**src/sv/efwm_pkg.sv**
```systemverilog
// ----------------------------------------------------------------------------
// efwm_pkg
// shared constants and control types of the evicting fifo with mean
// ----------------------------------------------------------------------------
package efwm_pkg;

  localparam int DEF_CAPACITY = 5;

  localparam int ID_W     = 12;
  localparam int HEIGHT_W = 9;
  localparam int MEAN_W   = 9;

  localparam int S_DATA_W = 24;
  localparam int M_DATA_W = 32;

  // quotient bits resolved per divider cycle
  localparam int DIV_BITS  = 3;
  localparam int DIV_STEPS = MEAN_W / DIV_BITS;

  localparam logic CMD_INSERT = 1'b0;
  localparam logic CMD_REMOVE = 1'b1;

  typedef enum logic [2:0] {
    ST_IDLE,
    ST_EXEC,
    ST_DIV_LOAD,
    ST_DIV,
    ST_DONE
  } state_t;

  typedef struct packed {
    logic load_in;
    logic exec;
    logic div_load;
    logic div_step;
    logic load_out;
  } ctl_t;

  typedef struct packed {
    logic is_remove;
  } sts_t;

endpackage

```
**src/sv/efwm_dpath.sv**
```systemverilog
// ----------------------------------------------------------------------------
// efwm_dpath
// entry stores, head/count/sum registers, shift-subtract divider, result regs
// ----------------------------------------------------------------------------
module efwm_dpath import efwm_pkg::*; #(
  parameter int CAPACITY = DEF_CAPACITY
) (
  input  logic                clk,
  input  logic                rst,
  input  ctl_t                ctl,
  output sts_t                sts,
  input  logic                in_cmd,
  input  logic [ID_W-1:0]     in_id,
  input  logic [HEIGHT_W-1:0] in_height,
  output logic [MEAN_W-1:0]   out_mean,
  output logic [ID_W-1:0]     out_popped_id,
  output logic [HEIGHT_W-1:0] out_popped_height,
  output logic                out_empty_error
);

  localparam int HMAX  = (1 << HEIGHT_W) - 1;
  localparam int IDX_W = (CAPACITY > 1) ? $clog2(CAPACITY) : 1;
  localparam int CNT_W = $clog2(CAPACITY + 1);
  localparam int TW    = CNT_W + 1;
  localparam int SUM_W = $clog2(CAPACITY * HMAX + 1);
  localparam int NUM_W = $clog2(2 * CAPACITY * HMAX + CAPACITY + 1);

  logic [ID_W-1:0]     id_mem [CAPACITY];
  logic [HEIGHT_W-1:0] h_mem  [CAPACITY];
  logic [ID_W-1:0]     rd_id;
  logic [HEIGHT_W-1:0] rd_h;

  logic                cmd;
  logic [ID_W-1:0]     new_id;
  logic [HEIGHT_W-1:0] new_h;

  logic [IDX_W-1:0] head;
  logic [CNT_W-1:0] count;
  logic [SUM_W-1:0] sum;

  logic [NUM_W-1:0]  rem, rem_next;
  logic [NUM_W-1:0]  dsh, dsh_next;
  logic [MEAN_W-1:0] quot, quot_next;

  logic [ID_W-1:0]     pop_id;
  logic [HEIGHT_W-1:0] pop_h;
  logic                pop_err;

  logic             full;
  logic             empty;
  logic [IDX_W-1:0] head_inc;
  logic [TW-1:0]    tail_raw;
  logic [IDX_W-1:0] tail;

  assign sts.is_remove = (cmd == CMD_REMOVE);

  assign full     = (count == CNT_W'(CAPACITY));
  assign empty    = (count == '0);
  assign head_inc = (head == IDX_W'(CAPACITY - 1)) ? '0 : head + 1'b1;
  assign tail_raw = TW'(head) + TW'(count);
  assign tail     = (tail_raw >= TW'(CAPACITY)) ? IDX_W'(tail_raw - TW'(CAPACITY))
                                                : IDX_W'(tail_raw);

  always_ff @(posedge clk) begin
    rd_id <= id_mem[head];
    rd_h  <= h_mem[head];
    if (ctl.exec && cmd == CMD_INSERT) begin
      id_mem[tail] <= new_id;
      h_mem[tail]  <= new_h;
    end
  end

  always_ff @(posedge clk) begin
    if (ctl.load_in) begin
      cmd    <= in_cmd;
      new_id <= in_id;
      new_h  <= in_height;
    end
  end

  always_ff @(posedge clk) begin
    if (rst) begin
      head  <= '0;
      count <= '0;
      sum   <= '0;
    end else if (ctl.exec) begin
      if (cmd == CMD_INSERT) begin
        if (full) begin
          head <= head_inc;
          sum  <= sum - SUM_W'(rd_h) + SUM_W'(new_h);
        end else begin
          count <= count + 1'b1;
          sum   <= sum + SUM_W'(new_h);
        end
      end else if (!empty) begin
        head  <= head_inc;
        count <= count - 1'b1;
        sum   <= sum - SUM_W'(rd_h);
      end
    end
  end

  always_ff @(posedge clk) begin
    if (ctl.exec) begin
      if (cmd == CMD_REMOVE && !empty) begin
        pop_id  <= rd_id;
        pop_h   <= rd_h;
        pop_err <= 1'b0;
      end else begin
        pop_id  <= '0;
        pop_h   <= '0;
        pop_err <= (cmd == CMD_REMOVE);
      end
    end
  end

  // restoring division of (2*sum + n) by 2*n, several quotient bits per cycle
  always_comb begin
    rem_next  = rem;
    dsh_next  = dsh;
    quot_next = quot;
    for (int j = 0; j < DIV_BITS; j++) begin
      if (rem_next >= dsh_next) begin
        rem_next  = rem_next - dsh_next;
        quot_next = {quot_next[MEAN_W-2:0], 1'b1};
      end else begin
        quot_next = {quot_next[MEAN_W-2:0], 1'b0};
      end
      dsh_next = dsh_next >> 1;
    end
  end

  always_ff @(posedge clk) begin
    if (ctl.div_load) begin
      rem  <= NUM_W'({sum, 1'b0}) + NUM_W'(count);
      dsh  <= NUM_W'({count, 1'b0}) << (MEAN_W - 1);
      quot <= '0;
    end else if (ctl.div_step) begin
      rem  <= rem_next;
      dsh  <= dsh_next;
      quot <= quot_next;
    end
  end

  always_ff @(posedge clk) begin
    if (ctl.load_out) begin
      out_mean          <= (cmd == CMD_REMOVE) ? '0 : quot;
      out_popped_id     <= pop_id;
      out_popped_height <= pop_h;
      out_empty_error   <= pop_err;
    end
  end

endmodule

```
**src/sv/efwm_ctrl.sv**
```systemverilog
// ----------------------------------------------------------------------------
// efwm_ctrl
// sequencer: accept, update, divide (inserts only), hand the result to the output register
// ----------------------------------------------------------------------------
module efwm_ctrl import efwm_pkg::*; (
  input  logic clk,
  input  logic rst,
  input  logic s_tvalid,
  output logic s_tready,
  output logic m_tvalid,
  input  logic m_tready,
  input  sts_t sts,
  output ctl_t ctl
);

  localparam int STEP_W = $clog2(DIV_STEPS + 1);

  state_t state, state_next;
  logic [STEP_W-1:0] step, step_next;
  logic m_tvalid_next;

  always_ff @(posedge clk) begin
    if (rst) begin
      state    <= ST_IDLE;
      step     <= '0;
      m_tvalid <= 1'b0;
    end else begin
      state    <= state_next;
      step     <= step_next;
      m_tvalid <= m_tvalid_next;
    end
  end

  always_comb begin
    state_next = state;
    step_next  = step;
    ctl        = '0;
    s_tready   = 1'b0;
    case (state)
      ST_IDLE: begin
        s_tready = 1'b1;
        if (s_tvalid) begin
          ctl.load_in = 1'b1;
          state_next  = ST_EXEC;
        end
      end
      ST_EXEC: begin
        ctl.exec   = 1'b1;
        state_next = sts.is_remove ? ST_DONE : ST_DIV_LOAD;
      end
      ST_DIV_LOAD: begin
        ctl.div_load = 1'b1;
        step_next    = '0;
        state_next   = ST_DIV;
      end
      ST_DIV: begin
        ctl.div_step = 1'b1;
        step_next    = step + 1'b1;
        if (step == STEP_W'(DIV_STEPS - 1)) begin
          state_next = ST_DONE;
        end
      end
      ST_DONE: begin
        if (!m_tvalid || m_tready) begin
          ctl.load_out = 1'b1;
          state_next   = ST_IDLE;
        end
      end
      default: begin
        state_next = ST_IDLE;
      end
    endcase
  end

  always_comb begin
    if (ctl.load_out) begin
      m_tvalid_next = 1'b1;
    end else if (m_tready) begin
      m_tvalid_next = 1'b0;
    end else begin
      m_tvalid_next = m_tvalid;
    end
  end

endmodule

```
**src/sv/evicting_fifo_with_mean.sv**
```systemverilog
// ----------------------------------------------------------------------------
// evicting_fifo_with_mean
// fifo of up to CAPACITY (id, height) entries with a rounded mean of heights
//
// input stream: s_tuser selects insert (0) or remove (1); s_tdata carries the
// id and height of an insert. each accepted word gives exactly one output
// word: an insert answers with the round-half-up mean height of the queue
// (the oldest entry is dropped first when the queue is full), a remove
// answers with the popped id and height, or m_tuser = 1 on an empty queue.
// one word is worked on at a time. an insert goes from accept through an
// update step, a divider load and the divider steps of 3 quotient bits each,
// then the output register load. a remove skips the divider load and steps.
// a stalled output word waits in the output register while the next input
// word is taken and processed; the new result waits until that register
// frees. reset empties the queue and drops any pending output word.
// ----------------------------------------------------------------------------
module evicting_fifo_with_mean import efwm_pkg::*; #(
  parameter int CAPACITY = DEF_CAPACITY
) (
  input  logic                clk,
  input  logic                rst,
  input  logic                s_tvalid,
  output logic                s_tready,
  input  logic [S_DATA_W-1:0] s_tdata,  // item_id[11:0], item_height[20:12]
  input  logic                s_tuser,  // cmd
  output logic                m_tvalid,
  input  logic                m_tready,
  output logic [M_DATA_W-1:0] m_tdata,  // mean_height[8:0], popped_id[20:9],
                                        // popped_height[29:21]
  output logic                m_tuser   // empty_error
);

  ctl_t ctl;
  sts_t sts;

  logic [MEAN_W-1:0]   mean;
  logic [ID_W-1:0]     pid;
  logic [HEIGHT_W-1:0] ph;

  efwm_ctrl u_ctrl (
    .clk      (clk),
    .rst      (rst),
    .s_tvalid (s_tvalid),
    .s_tready (s_tready),
    .m_tvalid (m_tvalid),
    .m_tready (m_tready),
    .sts      (sts),
    .ctl      (ctl)
  );

  efwm_dpath #(
    .CAPACITY (CAPACITY)
  ) u_dpath (
    .clk               (clk),
    .rst               (rst),
    .ctl               (ctl),
    .sts               (sts),
    .in_cmd            (s_tuser),
    .in_id             (s_tdata[ID_W-1:0]),
    .in_height         (s_tdata[ID_W+HEIGHT_W-1:ID_W]),
    .out_mean          (mean),
    .out_popped_id     (pid),
    .out_popped_height (ph),
    .out_empty_error   (m_tuser)
  );

  assign m_tdata = {(M_DATA_W - MEAN_W - ID_W - HEIGHT_W)'(0), ph, pid, mean};

endmodule

```
**config.mk**
```make
export PLATFORM = sky130hd
export DESIGN_NAME = evicting_fifo_with_mean
export DESIGN_NICKNAME = d
export VERILOG_FILES = /design/src/sv/efwm_pkg.sv /design/src/sv/efwm_dpath.sv /design/src/sv/efwm_ctrl.sv /design/src/sv/evicting_fifo_with_mean.sv
export SDC_FILE = /design/constraint.sdc
export NUM_CORES = 1
export LEC_CHECK = 0
export BUFFER_PORTS_ARGS = -buffer_cell sky130_fd_sc_hd__buf_4
export CAP_MARGIN = 30
export CORE_MARGIN = 1.5
export CORE_UTILIZATION = 62
export DETAILED_ROUTE_END_ITERATION = 8
export GPL_TIMING_DRIVEN = 0
export PLACE_DENSITY = 0.77
export SLEW_MARGIN = 5
export SYNTH_ARGS = -nofsm -noshare
export SYNTH_HDL_FRONTEND = slang
export SYNTH_HIERARCHICAL = 1
export SYNTH_SLANG_ARGS = --single-unit
```
**constraint.sdc**
```tcl
create_clock -name clk -period 14 [get_ports clk]
set_clock_uncertainty 0.1 [all_clocks]
set_input_delay 0.7 -clock clk [delete_from_list [all_inputs] [get_ports clk]]
set_output_delay 0.7 -clock clk [all_outputs]
set_load 0.02 [all_outputs]
```
# ---- Word-level counts from Yosys, hierarchy flattened
# Memory sizes are Yosys's and may differ from the RTL's. A register that Yosys moved wholly into a read port is not among the register bits.
# Cells that the tools add are included.
dict set report word_totals {
  reg_bits 133
  mem_bits_rw 105
  in_bits 29
  output_inout_bits 35
  mem_count 2
}
dict set report classes {
  n_addsub 13
  magnitude_cmp 4
  eq_ne 12
  n_mux 39
  n_bitwise 1
  n_reduce_logical 15
}
# memory words word_bits read_ports rd_clocked_by_memory_dff write_ports line
set memory_table {}
lappend memory_table {u_dpath.id_mem 5 12 1 1 1 efwm_dpath.sv:28} ;# logic [ID_W-1:0] id_mem [CAPACITY];
lappend memory_table {u_dpath.h_mem 5 9 1 1 1 efwm_dpath.sv:29} ;# logic [HEIGHT_W-1:0] h_mem [CAPACITY];
# cell count
set op_table {}
lappend op_table {{$mux W13} 5}
lappend op_table {{$mux W12} 5}
lappend op_table {{$mux W3} 12}
lappend op_table {{$add A12 B9 Y12} 2}
lappend op_table {{$mux W1} 15}
lappend op_table {{$pmux W3 S5} 1}
lappend op_table {{$add A13 B3 Y13} 1}
lappend op_table {{$ge A13 B10 Y1} 1}
lappend op_table {{$ge A13 B11 Y1} 1}
lappend op_table {{$ge A13 B12 Y1} 1}
lappend op_table {{$sub A13 B10 Y13} 1}
lappend op_table {{$sub A13 B11 Y13} 1}
lappend op_table {{$sub A13 B12 Y13} 1}
lappend op_table {{$sub A12 B9 Y12} 1}
lappend op_table {{$eq A3 B3 Y1 const B} 3}
lappend op_table {{$reduce_and A3 Y1} 3}
lappend op_table {{$reduce_bool A2 Y1} 4}
lappend op_table {{$add A3 B1 Y3 const B} 2}
lappend op_table {{$eq A3 B2 Y1 const B} 2}
lappend op_table {{$logic_not A3 Y1} 2}
lappend op_table {{$ne A2 B1 Y1 const B} 3}
lappend op_table {{$add A3 B3 Y4} 1}
lappend op_table {{$ge A4 B3 Y1 const B} 1}
lappend op_table {{$ne A2 B2 Y1 const B} 2}
lappend op_table {{11 further kinds} 13}

# ---- Longest topological paths before layout
dict set report depth {
  depth_word 8
  depth_mapped 29
  mapped_depth_nobuf 28
}

# ---- Cells and area by module
# Netlist, hierarchy kept.
# module n_inst cells_each area_per_inst_um2 seq_area_each_um2
set by_module_without_submodules {}
lappend by_module_without_submodules {efwm_dpath 1 1025 12604.6 7026.7}
lappend by_module_without_submodules {efwm_ctrl 1 41 355.3 120.1}
lappend by_module_without_submodules {evicting_fifo_with_mean 1 3 18.8 0.0}

# ---- Worst setup path before layout
# OpenSTA, ideal clock, no wires.
dict set report synth_path {
  kind {reg2reg}
  from {register u_dpath.dsh[11]}
  to {register u_dpath.rem[4], data pin}
  setup_time_ps 261
  arrival_time_ps 6529
  t_required_ps 13639
  slack_ps 7110
  path_stages_with_launch 29
  path_buffers 4
  path_cell_list {edfxtp_1 > inv_1 > ha_1 > inv_1 > nor3_1 > o2111ai_1 > nand2_2 > buf_6 > clkbuf_1 > mux2i_1 > inv_1 > ha_1 > nor2b_1 > o31a_1 > o41ai_1 > o31ai_1 > or4_4 > buf_6 > buf_6 > mux2_2 > ha_1 > o21ai_0 > a21o_1 > a21oi_1 > a211oi_1 > and2_1 > a22oi_1 > nor2_1 > a311o_1}
}
dict set report synth_via {
  elab_chain_cells 8
}
# item line
set synth_rtl {}
lappend synth_rtl {{from (decl)} efwm_dpath.sv:42} ;# logic [NUM_W-1:0] dsh, dsh_next;
lappend synth_rtl {{from (signal assigned)} efwm_dpath.sv:136} ;# dsh <= NUM_W'({count, 1'b0}) << (MEAN_W - 1);
lappend synth_rtl {{from (signal assigned)} efwm_dpath.sv:140} ;# dsh <= dsh_next;
lappend synth_rtl {{$ge A13 B12 Y1 or $sub A13 B12 Y13 (tied branches)} {efwm_dpath.sv:123, efwm_dpath.sv:124}}
lappend synth_rtl {{$mux W13} efwm_dpath.sv:123} ;# if (rem_next >= dsh_next) begin
lappend synth_rtl {{$sub A13 B11 Y13 or $ge A13 B11 Y1 (tied branches)} {efwm_dpath.sv:124, efwm_dpath.sv:123}}
lappend synth_rtl {{$mux W13} efwm_dpath.sv:123}
lappend synth_rtl {{$sub A13 B10 Y13 or $ge A13 B10 Y1 (tied branches)} {efwm_dpath.sv:124, efwm_dpath.sv:123}}
lappend synth_rtl {{$mux W13 *} efwm_dpath.sv:123}
lappend synth_rtl {{$mux W13 *} efwm_dpath.sv:138} ;# end else if (ctl.div_step) begin
lappend synth_rtl {{$mux W13 *} efwm_dpath.sv:134} ;# if (ctl.div_load) begin
lappend synth_rtl {{to (signal assigned)} efwm_dpath.sv:135} ;# rem <= NUM_W'({sum, 1'b0}) + NUM_W'(count);
lappend synth_rtl {{to (signal assigned)} efwm_dpath.sv:139} ;# rem <= rem_next;
lappend synth_rtl {{to (decl)} efwm_dpath.sv:41} ;# logic [NUM_W-1:0] rem, rem_next;
# Mark *: on every way between the ends. The rest lies on a longest branch, timed or not. The select of a mux whose other input is x is not followed.
# A chain may end at the register's enable or synchronous reset.

# ---- Worst setup path in the final report
dict set report layout_path {
  from {register u_dpath.dsh[11]}
  to {register u_dpath.rem[5], data pin}
}
# Same word-level chain as after synthesis.

==> flow_metrics.tcl <==
set metrics [dict create \
    outcome "finished, final reports clean" \
    synth_top_cell_area_share 0.453 \
    root_buffer "clkbuf_16" \
    slew_violations 0 \
    yosys_warnings 6 \
    synth_cell_types 85 \
    grt_max_degree 32 \
    grt_setup_unrepaired "false" \
    grt_use_total 0.272 \
    finalSetupViolCount 0 \
    clock.fmax_mhz 118 \
    min_period_over_period 0.604 \
    avgViaCountPerCell 6.11 \
    syn_inst 1069 \
    clkLatencyLatePin_ns 0.53 \
    synth_area_um2 13000 \
    ir_drop_mv 0.228 \
    clkTransAtPathRegs_ns 0.07 \
    async_reset_ff_frac 0 \
    row_count 52 \
    clock-sinks 259 \
    cts_tree "yes" \
    cp_data_arrival_time_ns 8.62 \
    multiInputGateArea_um2 5440 \
    critPathMaxFanout 10 \
    synth_most_common_cell "edfxtp_1" \
    cp.required_ns 14.16 \
    p_leak_nw 5.39 \
    dr.pass1.iters 5 \
    power.density_nw_per_um2 261 \
    holdCritPathClass "primary input to flip-flop" \
    worstSetupPathType "flip-flop to flip-flop" \
    ios 64 \
    synth_flop_cell "edfxtp_1" \
    period_minus_slack_ns 8.46 \
    end_kind "flip-flop" \
    drc 0 \
    ant_nets 0 \
    regArea_um2 7150 \
    cts_setup_buffers 0 \
    relSlewSlack 0.320 \
    die_w_um 148 \
    cp_slowest_stage_delay_ns 0.81 \
    hold_viol 0 \
    num_antenna_cells 0 \
    fill_cells 1371 \
    dp_hpwl_mm 20.2 \
    cts_hold_buf 0 \
    cts_resized 0 \
    drt_wl_total_mm 29.5 \
    ctsLongestPathBuffers 3 \
    worst_pin_slew_ns 1.01 \
    grt_overflow 0 \
    num_vias 8897 \
    ys_seq_elements 259 \
    coreArea_um2 20400 \
    grt_antenna_before_repair 0 \
    critPathSlowestCell "o31ai_1" \
    cts_buffers 27 \
    synth_edf_count 196 \
    grt_pass1_vias 8735 \
    die_h_um 148 \
    gp_congestion 0.902 \
    drive_gt1_frac 0.168 \
    synth_area_leader_cell "edfxtp_1" \
    initial_utilization 0.637 \
    ys_seq_area_frac 0.551 \
    grt_pass1_wl_mm 46.1 \
    die-area_um2 21800 \
    drt_iter0_drc 798 \
    cap_viol_max_count 0 \
    syn_to_final_growth_pct 14.2 \
    tns_ns 0 \
    avgSynthCellArea_um2 12.1 \
    fin_hold_ws_ns 0.239 \
    wl_per_cell_um 20.2 \
    synth_area_leaders "edfxtp_1, dfxtp_1, ha_1" \
    start_kind "flip-flop" \
    layout.nets 1264 \
    ys_top_cells_by_count "edfxtp_1, nor2_1, dfxtp_1" \
    htree_levels 1 \
    port_buffers 58 \
]
[report_power, final]
group | switching, mW | internal, mW
Sequential | 0.0406 | 0.963
Combinational | 1.22 | 0.937
Clock | 0.291 | 0.421
Total | 1.55 | 2.32
[per-layer routing]
layer	track usage	part of all wire	up-vias	wire, um
met5	0	0	-	0
met4	0.0975	0.031	0	925
met3	0.0401	0.063	69	1860
met2	0.443	0.48	358	14000
met1	0.374	0.43	4300	12700
li1	-	-	4170	-
[critical path, delay by kind of cell, from the launching register on]
family                   cells  cell delay (ns)
AND/OR/NAND/NOR              6             1.54
adder cells (fa/ha/maj)      3             1.11
AO/OA/AOI/OAI               10             3.24
buffers and inverters        7             1.09
multiplexers                 2             0.75
flip-flops                   1             0.34
[final cells by class]
type | instances | share of cell area
Buffer | 41 | 0.0137
Clock buffer | 33 | 0.0485
Clock inverter | 17 | 0.0114
Inverter | 60 | 0.0152
Multi-Input combinational cell | 710 | 0.367
Sequential cell | 259 | 0.482
Tap cell | 270 | 0.0228
Timing Repair Buffer | 67 | 0.0393
[state kept, by name, indices dropped and copies added, names as in the netlist, 2 cells and up]
signal / count
u_ctrl/state: 3
u_dpath/out_mean: 9
u_dpath/count: 3
u_dpath/dsh: 12
u_dpath/out_popped_height: 9
u_dpath/rd_h: 9
u_dpath/new_h: 9
u_dpath/h_mem: 45
u_dpath/pop_id: 12
u_dpath/sum: 12
u_dpath/pop_h: 9
u_ctrl/step: 2
u_dpath/quot: 9
u_dpath/new_id: 12
u_dpath/head: 3
u_dpath/rd_id: 12
u_dpath/out_popped_id: 12
u_dpath/id_mem: 60
u_dpath/rem: 13
[cells in the final DEF (no fill, tap or decap), drive strengths merged, types with 15 or more instances in the layout]
cell    instances
a211oi         22
a21o           15
a21oi          56
and2           18
buf            80
clkbuf         61
dfxtp          63
edfxtp        196
ha             61
inv            63
mux2           32
mux2i          22
mux4           21
nand2          55
nand3          18
nor2           97
nor2b          19
nor3           31
o21ai          46
xnor2          32
xor2           16
[per-stage QoR]
stage	utilization	cell area, um^2	setup WS (ns)	instances	total power [mW]
6_report	0.728	14800	5.54	1457	3.87
5_1_grt	0.728	14800	5.02	1457	4.11
4_1_cts	0.727	14800	5.62	1456	3.84
3_5_place_dp	0.684	13900	5.68	1406	3.12
3_3_place_gp	0.675	13800	5.82	1398	3.08
2_1_floorplan	-	13000	7.11	1070	2.64
[path summary, 6_finish.rpt]
path	start	to	slack, ns	cells after the start
setup / recovery	u_dpath/dsh[11]	u_dpath/rem[5]	5.54	28
setup reg to reg	u_dpath/dsh[11]	u_dpath/rem[5]	5.54	28
hold reg to reg	u_dpath/pop_id[0]	u_dpath/out_popped_id[0]	0.31	0
hold / removal	s_tdata[9]	u_dpath/new_id[9]	0.24	1
[cell families (layout without fill, tap and decap cells)]
family,count (synthesis),after routing,synth area share
other,1,2,0.000289
xor gates and xnor gates,48,48,0.0324
and+or+nand+nor,296,296,0.115
DFF,259,259,0.551
adders and majority gates,69,69,0.0711
AOI/OAI and AO/OA,220,220,0.115
muxes,75,75,0.0826
buffers and inverters,101,218,0.0330
Power figures use the tool's default switching activity.
